<file path="config.mk">
export PLATFORM = sky130hd
export DESIGN_NAME = signed_shift_subtract_divider
export DESIGN_NICKNAME = d
export VERILOG_FILES = /design/src/ssd_pkg.sv /design/src/ssd_cell.sv /design/src/ssd_ctrl.sv /design/src/signed_shift_subtract_divider.sv
export VERILOG_INCLUDE_DIRS = /design/src /design/src/src
export SDC_FILE = /design/constraint.sdc
export NUM_CORES = 1
export LEC_CHECK = 0
export BUFFER_PORTS_ARGS = -buffer_cell sky130_fd_sc_hd__buf_2
export CAP_MARGIN = 20
export CELL_PAD_IN_SITES_DETAIL_PLACEMENT = 0
export CELL_PAD_IN_SITES_GLOBAL_PLACEMENT = 2
export CORE_MARGIN = 5
export CORE_UTILIZATION = 34
export DETAILED_ROUTE_END_ITERATION = 8
export PLACE_DENSITY = 0.81
export SYNTH_ARGS = -nofsm -noshare
export SYNTH_HDL_FRONTEND = slang
export SYNTH_SLANG_ARGS = --single-unit
</file>
<file path="constraint.sdc">
create_clock -name clk -period 12.2 [get_ports clk]
set_input_delay 3.66 -clock clk [delete_from_list [all_inputs] [get_ports clk]]
set_output_delay 3.66 -clock clk [all_outputs]
set_load 0.1 [all_outputs]
</file>
<file path="src/signed_shift_subtract_divider_macros.svh">
// Assertion helpers shared by the divider RTL.
`ifndef SIGNED_SHIFT_SUBTRACT_DIVIDER_MACROS_SVH
`define SIGNED_SHIFT_SUBTRACT_DIVIDER_MACROS_SVH

// Same-cycle implication, checked outside reset.
`define SSD_ASSERT_IMP(label, clk, rst_n, ante, cons, msg) \
  label: assert property (@(posedge clk) disable iff (!rst_n) (ante) |-> (cons)) \
    else $error(msg);

// Next-cycle implication, checked outside reset.
`define SSD_ASSERT_NXT(label, clk, rst_n, ante, cons, msg) \
  label: assert property (@(posedge clk) disable iff (!rst_n) (ante) |=> (cons)) \
    else $error(msg);

`endif

</file>
<file path="src/ssd_pkg.sv">
`timescale 1ns / 1ps

package ssd_pkg;

  // Operand and result width
  localparam int DATA_WIDTH = 32;

  // Step counter covers one step per quotient bit
  localparam int CNT_W = $clog2(DATA_WIDTH);
  localparam logic [CNT_W-1:0] LAST_STEP = CNT_W'(DATA_WIDTH - 1);

  // Largest positive value, used for saturation
  localparam logic [DATA_WIDTH-1:0] MAX_POS = {1'b0, {(DATA_WIDTH-1){1'b1}}};

  typedef enum logic [1:0] {
    ST_IDLE,
    ST_RUN,
    ST_DONE
  } ssd_state_t;

  // Control broadcast from the sequencer to the cell row and output stage
  typedef struct packed {
    logic load;    // transfer accepted: load operands into the cells
    logic step;    // one shift/subtract step
    logic finish;  // fix-up and write the result register
  } ssd_ctl_t;

endpackage

</file>
<file path="src/ssd_cell.sv">
`timescale 1ns / 1ps

// One bit slice of the divider: remainder bit, dividend/quotient bit,
// divisor magnitude bit, and one stage of the borrow chain.
module ssd_cell
  import ssd_pkg::*;
(
  input  logic     clk,
  input  ssd_ctl_t ctl,
  input  logic     ld_dq,
  input  logic     ld_dvs,
  input  logic     rem_in,
  input  logic     dq_in,
  input  logic     bor_in,
  input  logic     fit,
  output logic     rem_out,
  output logic     dq_out,
  output logic     bor_out
);

  logic rem_r, rem_nxt;
  logic dq_r, dq_nxt;
  logic dvs_r, dvs_nxt;
  logic diff;

  // Subtract the divisor bit from the shifted remainder bit
  always_comb begin
    diff    = rem_in ^ dvs_r ^ bor_in;
    bor_out = (~rem_in & dvs_r) | (~(rem_in ^ dvs_r) & bor_in);
  end

  // Next slice state
  always_comb begin
    rem_nxt = rem_r;
    dq_nxt  = dq_r;
    dvs_nxt = dvs_r;
    if (ctl.load) begin
      rem_nxt = 1'b0;
      dq_nxt  = ld_dq;
      dvs_nxt = ld_dvs;
    end else if (ctl.step) begin
      rem_nxt = fit ? diff : rem_in;
      dq_nxt  = dq_in;
    end
  end

  always_ff @(posedge clk) begin
    rem_r <= rem_nxt;
    dq_r  <= dq_nxt;
    dvs_r <= dvs_nxt;
  end

  assign rem_out = rem_r;
  assign dq_out  = dq_r;

endmodule

</file>
<file path="src/ssd_ctrl.sv">
`timescale 1ns / 1ps

// Sequencer: accepts a transfer, runs one step per quotient bit, then
// finishes once the result register is free.
module ssd_ctrl
  import ssd_pkg::*;
(
  input  logic     clk,
  input  logic     rst_n,
  input  logic     in_valid,
  output logic     in_stall,
  input  logic     out_free,
  output ssd_ctl_t ctl
);

  ssd_state_t state_r, state_nxt;
  logic [CNT_W-1:0] cnt_r, cnt_nxt;

  always_ff @(posedge clk) begin
    if (!rst_n) begin
      state_r <= ST_IDLE;
      cnt_r   <= '0;
    end else begin
      state_r <= state_nxt;
      cnt_r   <= cnt_nxt;
    end
  end

  // Next state and control strobes
  always_comb begin
    state_nxt  = state_r;
    cnt_nxt    = cnt_r;
    ctl.step   = 1'b0;
    ctl.finish = 1'b0;
    in_stall   = 1'b1;
    unique case (state_r)
      ST_IDLE: begin
        in_stall = 1'b0;
      end
      ST_RUN: begin
        ctl.step = 1'b1;
        cnt_nxt  = cnt_r + CNT_W'(1);
        if (cnt_r == LAST_STEP) begin
          state_nxt = ST_DONE;
        end
      end
      ST_DONE: begin
        if (out_free) begin
          ctl.finish = 1'b1;
          in_stall   = 1'b0;
          state_nxt  = ST_IDLE;
        end
      end
      default: begin
        state_nxt = ST_IDLE;
      end
    endcase
    ctl.load = in_valid && !in_stall;
    if (ctl.load) begin
      state_nxt = ST_RUN;
      cnt_nxt   = '0;
    end
  end

endmodule

</file>
<file path="src/signed_shift_subtract_divider.sv">
`timescale 1ns / 1ps
// Signed 32-bit divider, quotient truncated toward zero.
// Input channel: in_dividend, in_divisor with in_valid / in_stall; a transfer
// takes place on a clock edge with in_valid high and in_stall low.
// Result channel: out_quotient, out_saturated, out_div_by_zero with
// out_valid / out_stall, transferred the same way.
// The input transfer is followed by one shift/subtract step per quotient bit
// through the row of bit-slice cells, where each step's subtract ripples a
// borrow across all slices, then by sign and saturation fix-up as the result
// is written to the output register. A new item is not taken until the last
// one finishes; the next transfer is taken in the same cycle that the previous
// result is written to the output register.
// A zero divisor returns quotient 0 with out_div_by_zero set; the most
// negative value over minus one returns the largest positive value with
// out_saturated set.
// Reset clears the sequencer and the output valid; no item is in flight.
// While the receiver stalls, the result is held; a following item still
// runs its steps and then waits, with in_stall high, until the result moves.
`include "signed_shift_subtract_divider_macros.svh"

module signed_shift_subtract_divider
  import ssd_pkg::*;
(
  input  logic                         clk,
  input  logic                         rst_n,
  input  logic                         in_valid,
  output logic                         in_stall,
  input  logic signed [DATA_WIDTH-1:0] in_dividend,
  input  logic signed [DATA_WIDTH-1:0] in_divisor,
  output logic                         out_valid,
  input  logic                         out_stall,
  output logic signed [DATA_WIDTH-1:0] out_quotient,
  output logic                         out_saturated,
  output logic                         out_div_by_zero
);

  ssd_ctl_t ctl;
  logic out_free;

  logic [DATA_WIDTH-1:0] dvd_u, dvs_u, dvd_mag, dvs_mag;
  logic dvd_neg, dvs_neg, same_in, dz_in;
  logic same_r, dz_r;

  logic [DATA_WIDTH-1:0] rem, dq, bor;
  logic fit;

  logic [DATA_WIDTH-1:0] q_fix;
  logic sat_fix;

  logic                  out_valid_r, out_valid_nxt;
  logic [DATA_WIDTH-1:0] out_q_r;
  logic                  out_sat_r, out_dz_r;

  // Sequencer
  ssd_ctrl u_ctrl (
    .clk      (clk),
    .rst_n    (rst_n),
    .in_valid (in_valid),
    .in_stall (in_stall),
    .out_free (out_free),
    .ctl      (ctl)
  );

  // Operand magnitudes and sign classification
  always_comb begin
    dvd_u   = $unsigned(in_dividend);
    dvs_u   = $unsigned(in_divisor);
    dvd_neg = dvd_u[DATA_WIDTH-1];
    dvs_neg = dvs_u[DATA_WIDTH-1];
    dvd_mag = dvd_neg ? (DATA_WIDTH'(0) - dvd_u) : dvd_u;
    dvs_mag = dvs_neg ? (DATA_WIDTH'(0) - dvs_u) : dvs_u;
    dz_in   = (dvs_u == '0);
    same_in = ((dvd_u != '0) && !dvd_neg && !dvs_neg) || (dvd_neg && dvs_neg);
  end

  always_ff @(posedge clk) begin
    if (ctl.load) begin
      same_r <= same_in;
      dz_r   <= dz_in;
    end
  end

  // Row of bit-slice cells; the top dividend bit feeds the remainder LSB
  // and the quotient bit enters at the bottom of the dividend chain
  assign fit = ~bor[DATA_WIDTH-1];

  for (genvar i = 0; i < DATA_WIDTH; i++) begin : g_cell
    if (i == 0) begin : g_first
      ssd_cell u_cell (
        .clk     (clk),
        .ctl     (ctl),
        .ld_dq   (dvd_mag[i]),
        .ld_dvs  (dvs_mag[i]),
        .rem_in  (dq[DATA_WIDTH-1]),
        .dq_in   (fit),
        .bor_in  (1'b0),
        .fit     (fit),
        .rem_out (rem[i]),
        .dq_out  (dq[i]),
        .bor_out (bor[i])
      );
    end else begin : g_rest
      ssd_cell u_cell (
        .clk     (clk),
        .ctl     (ctl),
        .ld_dq   (dvd_mag[i]),
        .ld_dvs  (dvs_mag[i]),
        .rem_in  (rem[i-1]),
        .dq_in   (dq[i-1]),
        .bor_in  (bor[i-1]),
        .fit     (fit),
        .rem_out (rem[i]),
        .dq_out  (dq[i]),
        .bor_out (bor[i])
      );
    end
  end

  // Sign and saturation fix-up of the quotient magnitude
  always_comb begin
    sat_fix = 1'b0;
    if (dz_r) begin
      q_fix = '0;
    end else if (same_r) begin
      sat_fix = dq[DATA_WIDTH-1];
      q_fix   = dq[DATA_WIDTH-1] ? MAX_POS : dq;
    end else begin
      q_fix = DATA_WIDTH'(0) - dq;
    end
  end

  // Output register
  assign out_free      = !out_valid_r || !out_stall;
  assign out_valid_nxt = ctl.finish || (out_valid_r && out_stall);

  always_ff @(posedge clk) begin
    if (!rst_n) begin
      out_valid_r <= 1'b0;
    end else begin
      out_valid_r <= out_valid_nxt;
    end
  end

  always_ff @(posedge clk) begin
    if (ctl.finish) begin
      out_q_r   <= q_fix;
      out_sat_r <= sat_fix;
      out_dz_r  <= dz_r;
    end
  end

  assign out_valid       = out_valid_r;
  assign out_quotient    = $signed(out_q_r);
  assign out_saturated   = out_sat_r;
  assign out_div_by_zero = out_dz_r;

  // Checks
  `SSD_ASSERT_IMP(a_dz_zero, clk, rst_n, out_valid && out_div_by_zero, (out_q_r == '0) && !out_sat_r, "divide by zero result not clean")
  `SSD_ASSERT_IMP(a_sat_max, clk, rst_n, out_valid && out_saturated, out_q_r == MAX_POS, "saturated result not max positive")
  `SSD_ASSERT_NXT(a_busy_after_load, clk, rst_n, ctl.load, in_stall && !ctl.finish, "input not stalled while dividing")
  `SSD_ASSERT_IMP(a_finish_free, clk, rst_n, ctl.finish, out_free && !ctl.step, "result written into a busy output")

endmodule

</file>
==> results.txt, run 1 <==
CTS root buffer: clkbuf_16
Critical path's top delay family: adder cells
GRT Util Overall: 0.140
GR Overflow Total: 0
CTS Sinks: 139
Setup Skew: 0.0128 ns
Outcome: finished, final reports clean
Crit. Startpoint: g_cell[0].g_first.u_cell.dvs_r
Routed Antenna Nets: 0
Critical path's largest stage delay: 0.39 ns
Worst Tran Pin Value: 0.925 ns
Min Hold Slack: 0.458 ns
Die area: 0.0270 mm²
Residual DRC: 0
Vias: 5992
TritonCTS Buffers: 17
Syn_area_per_cell: 9.99 µm²
Vias in the first global route: 5858
Psw: 0.560 mW
CTS tree: built
CP Buf/Inv Count: 4
Clock Latency Late Sink: 0.42 ns
Clock Path Buffers: 2
Reg2reg setup slack: 0.32 ns
Filler Cells Inserted: 2351
Max Clk Rate: 84.2 MHz
DR pass1 iterations: 4
Predominant post-synthesis flop cell: edfxtp_1
Setup crit start kind: flop
WL met2: 8670 µm
Global-route wire length before repair: 29800 µm
Total length of routed wires: 18500 µm
DP HPWL: 13100 µm
CP max FO: 9
Register share of total power: 0.394
Fin. max-slew vios: 0
Pwr Density: 176 mW/mm²
IO Port Bufs: 103
Mapped Nets: 917
Routed len/inst: 15.0 µm
Die height: 164 µm
Final hold viol count: 0
Hold_sp: u_ctrl.cnt_r[4]
CP arrival: 12.16 ns
Core box area: 0.0235 mm²
Max_cap viols: 0
Peak supply drop: 0.0000742 V
I/O pins: 104
EDFF count, synth: 100
Distinct cell type count after synthesis: 51
Final core occ: 0.414
FF-to-FF Start: g_cell[0].g_first.u_cell.dvs_r
Period utilization: 0.974
RSZ-0062 raised after global routing: no
Sequential cell area fraction in the yosys report: 0.466
Starting Density: 0.346
Nets: 1010
Cells after Synth: 812
# rows: 56
Largest net degree at the start of global routing: 99
Hold Crit Class: flop to flop
Switch share: 0.328
FFs w/ async S/R, synth: 0
Layout area overhead: 19.8%
Critical Path End Type: flop
Chip width: 164 µm
Comb power frac: 0.307
Clock share of power: 0.299
Drt via density: 4.84
Initial antenna violation count: 1
Detailed-routed wire length on met3: 752 µm
Share of cells above drive strength 1: 0.215
1st-iter DRT viols: 351
Highest routed layer: met4
CTS clock-pin slew for the worst setup and hold paths: 0.06 ns
Setup CP Type: flop to flop
Commonest non-fill, non-tap cell in the layout: o21ai_0
Most frequent cells in the layout: o21ai_0 (112), buf_2 (103), edfxtp_1 (100), nand2_1 (89), nor2_1 (52)
H-tree lvl count: 4
Syn. warnings: 0
Flops & latches, synth: 139
Crit path required time: 12.47 ns
Slowest CP cell: fa_1
Global placement routability congestion: 0.802
Post-Syn Area: 0.00811 mm²
Slew HR: 0.383
M1 WL: 8830 µm
Leakage power: 3.46 nW
Internal Power: 1.15 mW
Final Setup Violations: 0
Critical Path Most Common Cell: fa_2
Period minus WS final: 11.88 ns
## power groups by stage
stage | registers (mW) | logic [mW] | clock network [mW]
2_1_floorplan | 0.656 | 0.366 | 0
3_3_place_gp | 0.683 | 0.452 | 0
3_5_place_dp | 0.681 | 0.457 | 0
4_1_cts | 0.674 | 0.490 | 0.528
5_1_grt | 0.687 | 0.614 | 0.549
6_report | 0.674 | 0.524 | 0.511
## worst register-to-register path: cells and delay by family, from the launching register on
kind,cells,cell delay (ns)
mux,1,0.17
buf+inv,4,0.42
fa+ha+maj,31,10.51
flops,1,0.37
compound gates,2,0.26
## state kept, by name, indices dropped and copies added (netlist names), 2 cells and up
signal,cells
g_cell.g_rest.u_cell.dq_out,31
u_ctrl.state_r,2
out_quotient,32
g_cell.g_rest.u_cell.dvs_r,31
u_ctrl.cnt_r,5
g_cell.g_rest.u_cell.rem_out,30
## area by class of cell
class,count,area [µm²],share of cell area
diodes,1,2.50,0.000257
clock buffers,17,425,0.0438
clock inverters,15,163,0.0167
inverters,45,169,0.0174
multi-input cells,582,4040,0.415
flip-flops and latches,139,3780,0.389
well taps,319,399,0.0411
repair buffers,120,743,0.0765
## cell families after synthesis
logic type | share of synthesized area
buffers and inverters | 0.0478
multiplexers | 0.00386
AND/OR/NAND/NOR | 0.166
flip-flops | 0.466
AO/OA/AOI/OAI | 0.139
XOR/XNOR | 0.0918
adder cells (fa/ha/maj) | 0.0848
## cells in the mapped netlist, types with 4 or more instances
cell,count,area share
a211oi_1,21,0.019
a21oi_1,9,0.0056
buf_6,5,0.0069
clkbuf_1,36,0.017
dfxtp_1,39,0.096
edfxtp_1,100,0.37
fa_1,30,0.074
ha_1,7,0.011
inv_1,45,0.021
nand2_1,90,0.042
nand2b_1,6,0.0046
nand3_1,42,0.026
nand4_1,8,0.0062
nor2_1,52,0.024
nor3_1,18,0.011
nor4_1,14,0.011
o21a_1,4,0.0037
o21ai_0,115,0.071
o31ai_1,18,0.017
o41ai_1,13,0.014
or3_1,9,0.0069
or4_1,9,0.0083
xnor2_1,43,0.046
xor2_1,42,0.045
## stage by stage
stage	TNS [ns]	instances	setup WS (ns)	area, µm²	power [mW]
3_3_place_gp	-6.83	1199	-0.252	8960	1.14
5_1_grt	0	1238	0.0222	9720	1.85
6_report	0	1238	0.316	9720	1.71
2_1_floorplan	0	812	0.0360	8190	1.02
3_5_place_dp	-9.61	1199	-0.353	8960	1.14
4_1_cts	0	1234	0.0149	9610	1.69
## final timing paths
check | end | depth (start not counted)
setup / recovery | g_cell[1].g_rest.u_cell.rem_out | 38
hold / removal | u_ctrl.cnt_r[4] | 2
setup reg to reg | g_cell[1].g_rest.u_cell.rem_out | 38
hold reg to reg | u_ctrl.cnt_r[4] | 2
## repair_timing
item                                    in CTS  in global routing
endpoints found under the setup margin      32                 32
gates resized for setup                      9                 14
pin swaps                                    1                  2
hold buffers                                 0                  0
buffers inserted                             2                  0
gates cloned                                 1                  2
## routing by layer
layer / track usage / up-vias
met5: 0 / -
met4: 0.0454 / 0
met3: 0.0275 / 19
met2: 0.227 / 107
met1: 0.189 / 2773
li1: - / 3093
(Power assumes the default switching activity.)
==> run 2, diff against run 1 <==
Settings changed: RECOVER_POWER from default to 50.
==> run 2 against run 1 <==
  * The flow now finishes with violations (max-capacitance violations, max-slew violations)
  * Sequential cell count is the same
  * Sequential power about the same
  * Critical path depth stayed put
  * Clock-buffer cell count did not move
  * Highest routed layer unchanged
  * Sequential share of layout area up 0.50 points
  * Largest cell class unchanged
  * Global-route usage stayed put
  * Via count grew 0.13%
  * Core utilization down 0.52 points
==> results.txt, run 2 (synthesized netlist as in run 1, its figures left out) <==
Outcome: complete, but fails checks
Failing checks: max-capacitance violations, max-slew violations
Global-route wire length before repair: 29800 µm (unchanged)
Max reg flops: 32 (unchanged)
Core box area: 0.0235 mm² (unchanged)
Comb power frac: 0.306 (about the same)
Final Cell Area: 0.00960 mm² (-1.3%)
Leakage power: 3.31 nW (-4.3%)
Clock Latency Late Sink: 0.42 ns (about the same)
CP arrival: 12.16 ns (about the same)
Fin. max-slew vios: 101 (+101)
Period utilization: 0.974 (about the same)
Min Hold Slack: 0.458 ns (-0.0000120 ns)
Critical Path Most Common Cell: fa_2
Worst Tran Pin Value: 1.87 ns (+0.946 ns)
Switch share: 0.328 (about the same)
Max Clk Rate: 84.1 MHz (about the same)
Die height: 164 µm (unchanged)
CTS Hold Bufs: 0 (unchanged)
Internal Power: 1.15 mW (about the same)
Routed Antenna Nets: 0 (unchanged)
TritonCTS Buffers: 17 (unchanged)
CP max FO: 9 (unchanged)
DP HPWL: 13100 µm (unchanged)
Die area: 0.0270 mm² (unchanged)
Slew HR: -0.248 (-0.631)
CTS clock-pin slew for the worst setup and hold paths: 0.06 ns (about the same)
CTS Sinks: 139 (unchanged)
# rows: 56 (unchanged)
Vias: 6000 (+0.13%)
Period minus WS final: 11.89 ns (+0.00152 ns)
Hold Crit Class: flop to flop
Chip width: 164 µm (unchanged)
DR pass1 iterations: 5 (+1)
Most frequent cells in the layout: o21ai_0 (112), edfxtp_1 (100), nand2_1 (89), buf_2 (65), nor2_1 (52)
Share of cells above drive strength 1: 0.163 (-0.0512)
GR Overflow Total: 0 (unchanged)
Final hold viol count: 0 (unchanged)
Pwr Density: 178 mW/mm² (+1.2%)
Filler Cells Inserted: 2381 (+1.3%)
I/O pins: 104 (unchanged)
Final Setup Violations: 0 (unchanged)
Residual DRC: 0 (unchanged)
Slowest CP cell: fa_1
Starting Density: 0.346 (unchanged)
Dpl cell area: 0.00896 mm² (unchanged)
RSZ-0062 raised after global routing: no
Critical path's top delay family: adder cells
Vias in the first global route: 5858 (unchanged)
H-tree lvl count: 4 (unchanged)
TNS Setup: 0 ns (unchanged)
Nets: 1010 (unchanged)
1st-iter DRT viols: 367 (+4.6%)
Place WS: -0.353 ns (unchanged)
Clock share of power: 0.299 (about the same)
Clock Path Buffers: 2 (unchanged)
Total length of routed wires: 18600 µm (+0.23%)
Peak supply drop: 0.0000745 V (+0.39%)
Final Worst Setup Slack: 0.315 ns (-0.00152 ns)
Layout area overhead: 18.3%
Critical Path End Type: flop
Largest net degree at the start of global routing: 99 (unchanged)
Setup Skew: 0.0128 ns (-0.0000245 ns)
Drt via density: 4.85 (+0.13%)
CP Buf/Inv Count: 4 (unchanged)
Setup CP Type: flop to flop
Psw: 0.559 mW (about the same)
CTS root buffer: clkbuf_16
Setup crit start kind: flop
Max_cap viols: 3 (+3)
Commonest non-fill, non-tap cell in the layout: o21ai_0
CTS tree: built
Register share of total power: 0.394 (about the same)
GRT Util Overall: 0.140 (unchanged)
Critical path's largest stage delay: 0.39 ns (about the same)
IO Port Bufs: 103 (unchanged)
Crit path required time: 12.48 ns (about the same)
Routed len/inst: 15.0 µm (+0.23%)
Initial antenna violation count: 1 (unchanged)
Global placement routability congestion: 0.802 (unchanged)
[run 2: tightest hold or removal path, cell delays in order (launching register included)]
cell     delay (ns)
dfxtp_1        0.31
nand2_1        0.05
a21oi_1        0.05
[run 2: what timing repair did]
action,in CTS,in global routing
endpoints found under the setup margin,32,32
setup buffers,2,0
cloned,1,2
resized for setup,9,14
pin swaps,1,2
[run 2: layout make-up]
type	count	area (µm²)	area share
well taps	319	399	0.0416
multi-input cells	582	3980	0.415
clock buffers	17	425	0.0443
clock inverters	15	163	0.0169
repair buffers	120	672	0.0700
diodes	1	2.50	0.000261
inverters	45	169	0.0176
flip-flops and latches	139	3780	0.394
[run 2: metrics by stage]
step / util / total power, mW / cells
CTS: 0.410 / 1.69 / 1234
detailed placement: 0.382 / 1.14 / 1199
global route: 0.409 / 1.85 / 1238
global placement: 0.382 / 1.14 / 1199
finish: 0.409 / 1.71 / 1238
floorplan: - / 1.02 / 812
[run 2: layer usage]
metal	wire length (µm)	vias to the layer above	GRT usage
met5	0	-	0
met4	286	0	0.0454
met3	668	19	0.0275
met2	8670	110	0.227
met1	8950	2782	0.189
li1	-	3089	-
[run 2: final timing paths]
kind,from,end,slack (ns),cells after the start
worst min-delay path,u_ctrl.cnt_r[4],u_ctrl.cnt_r[4],0.46,2
worst min register to register,u_ctrl.cnt_r[4],u_ctrl.cnt_r[4],0.46,2
worst max-delay path,g_cell[0].g_first.u_cell.dvs_r,g_cell[1].g_rest.u_cell.rem_out,0.31,38
worst max register to register,g_cell[0].g_first.u_cell.dvs_r,g_cell[1].g_rest.u_cell.rem_out,0.31,38
[run 2: power groups by stage]
stage | combinational, mW | clock, mW | sequential, mW
2_1_floorplan | 0.366 | 0 | 0.656
3_3_place_gp | 0.452 | 0 | 0.683
3_5_place_dp | 0.457 | 0 | 0.681
4_1_cts | 0.490 | 0.528 | 0.674
5_1_grt | 0.613 | 0.549 | 0.687
6_report | 0.523 | 0.511 | 0.674
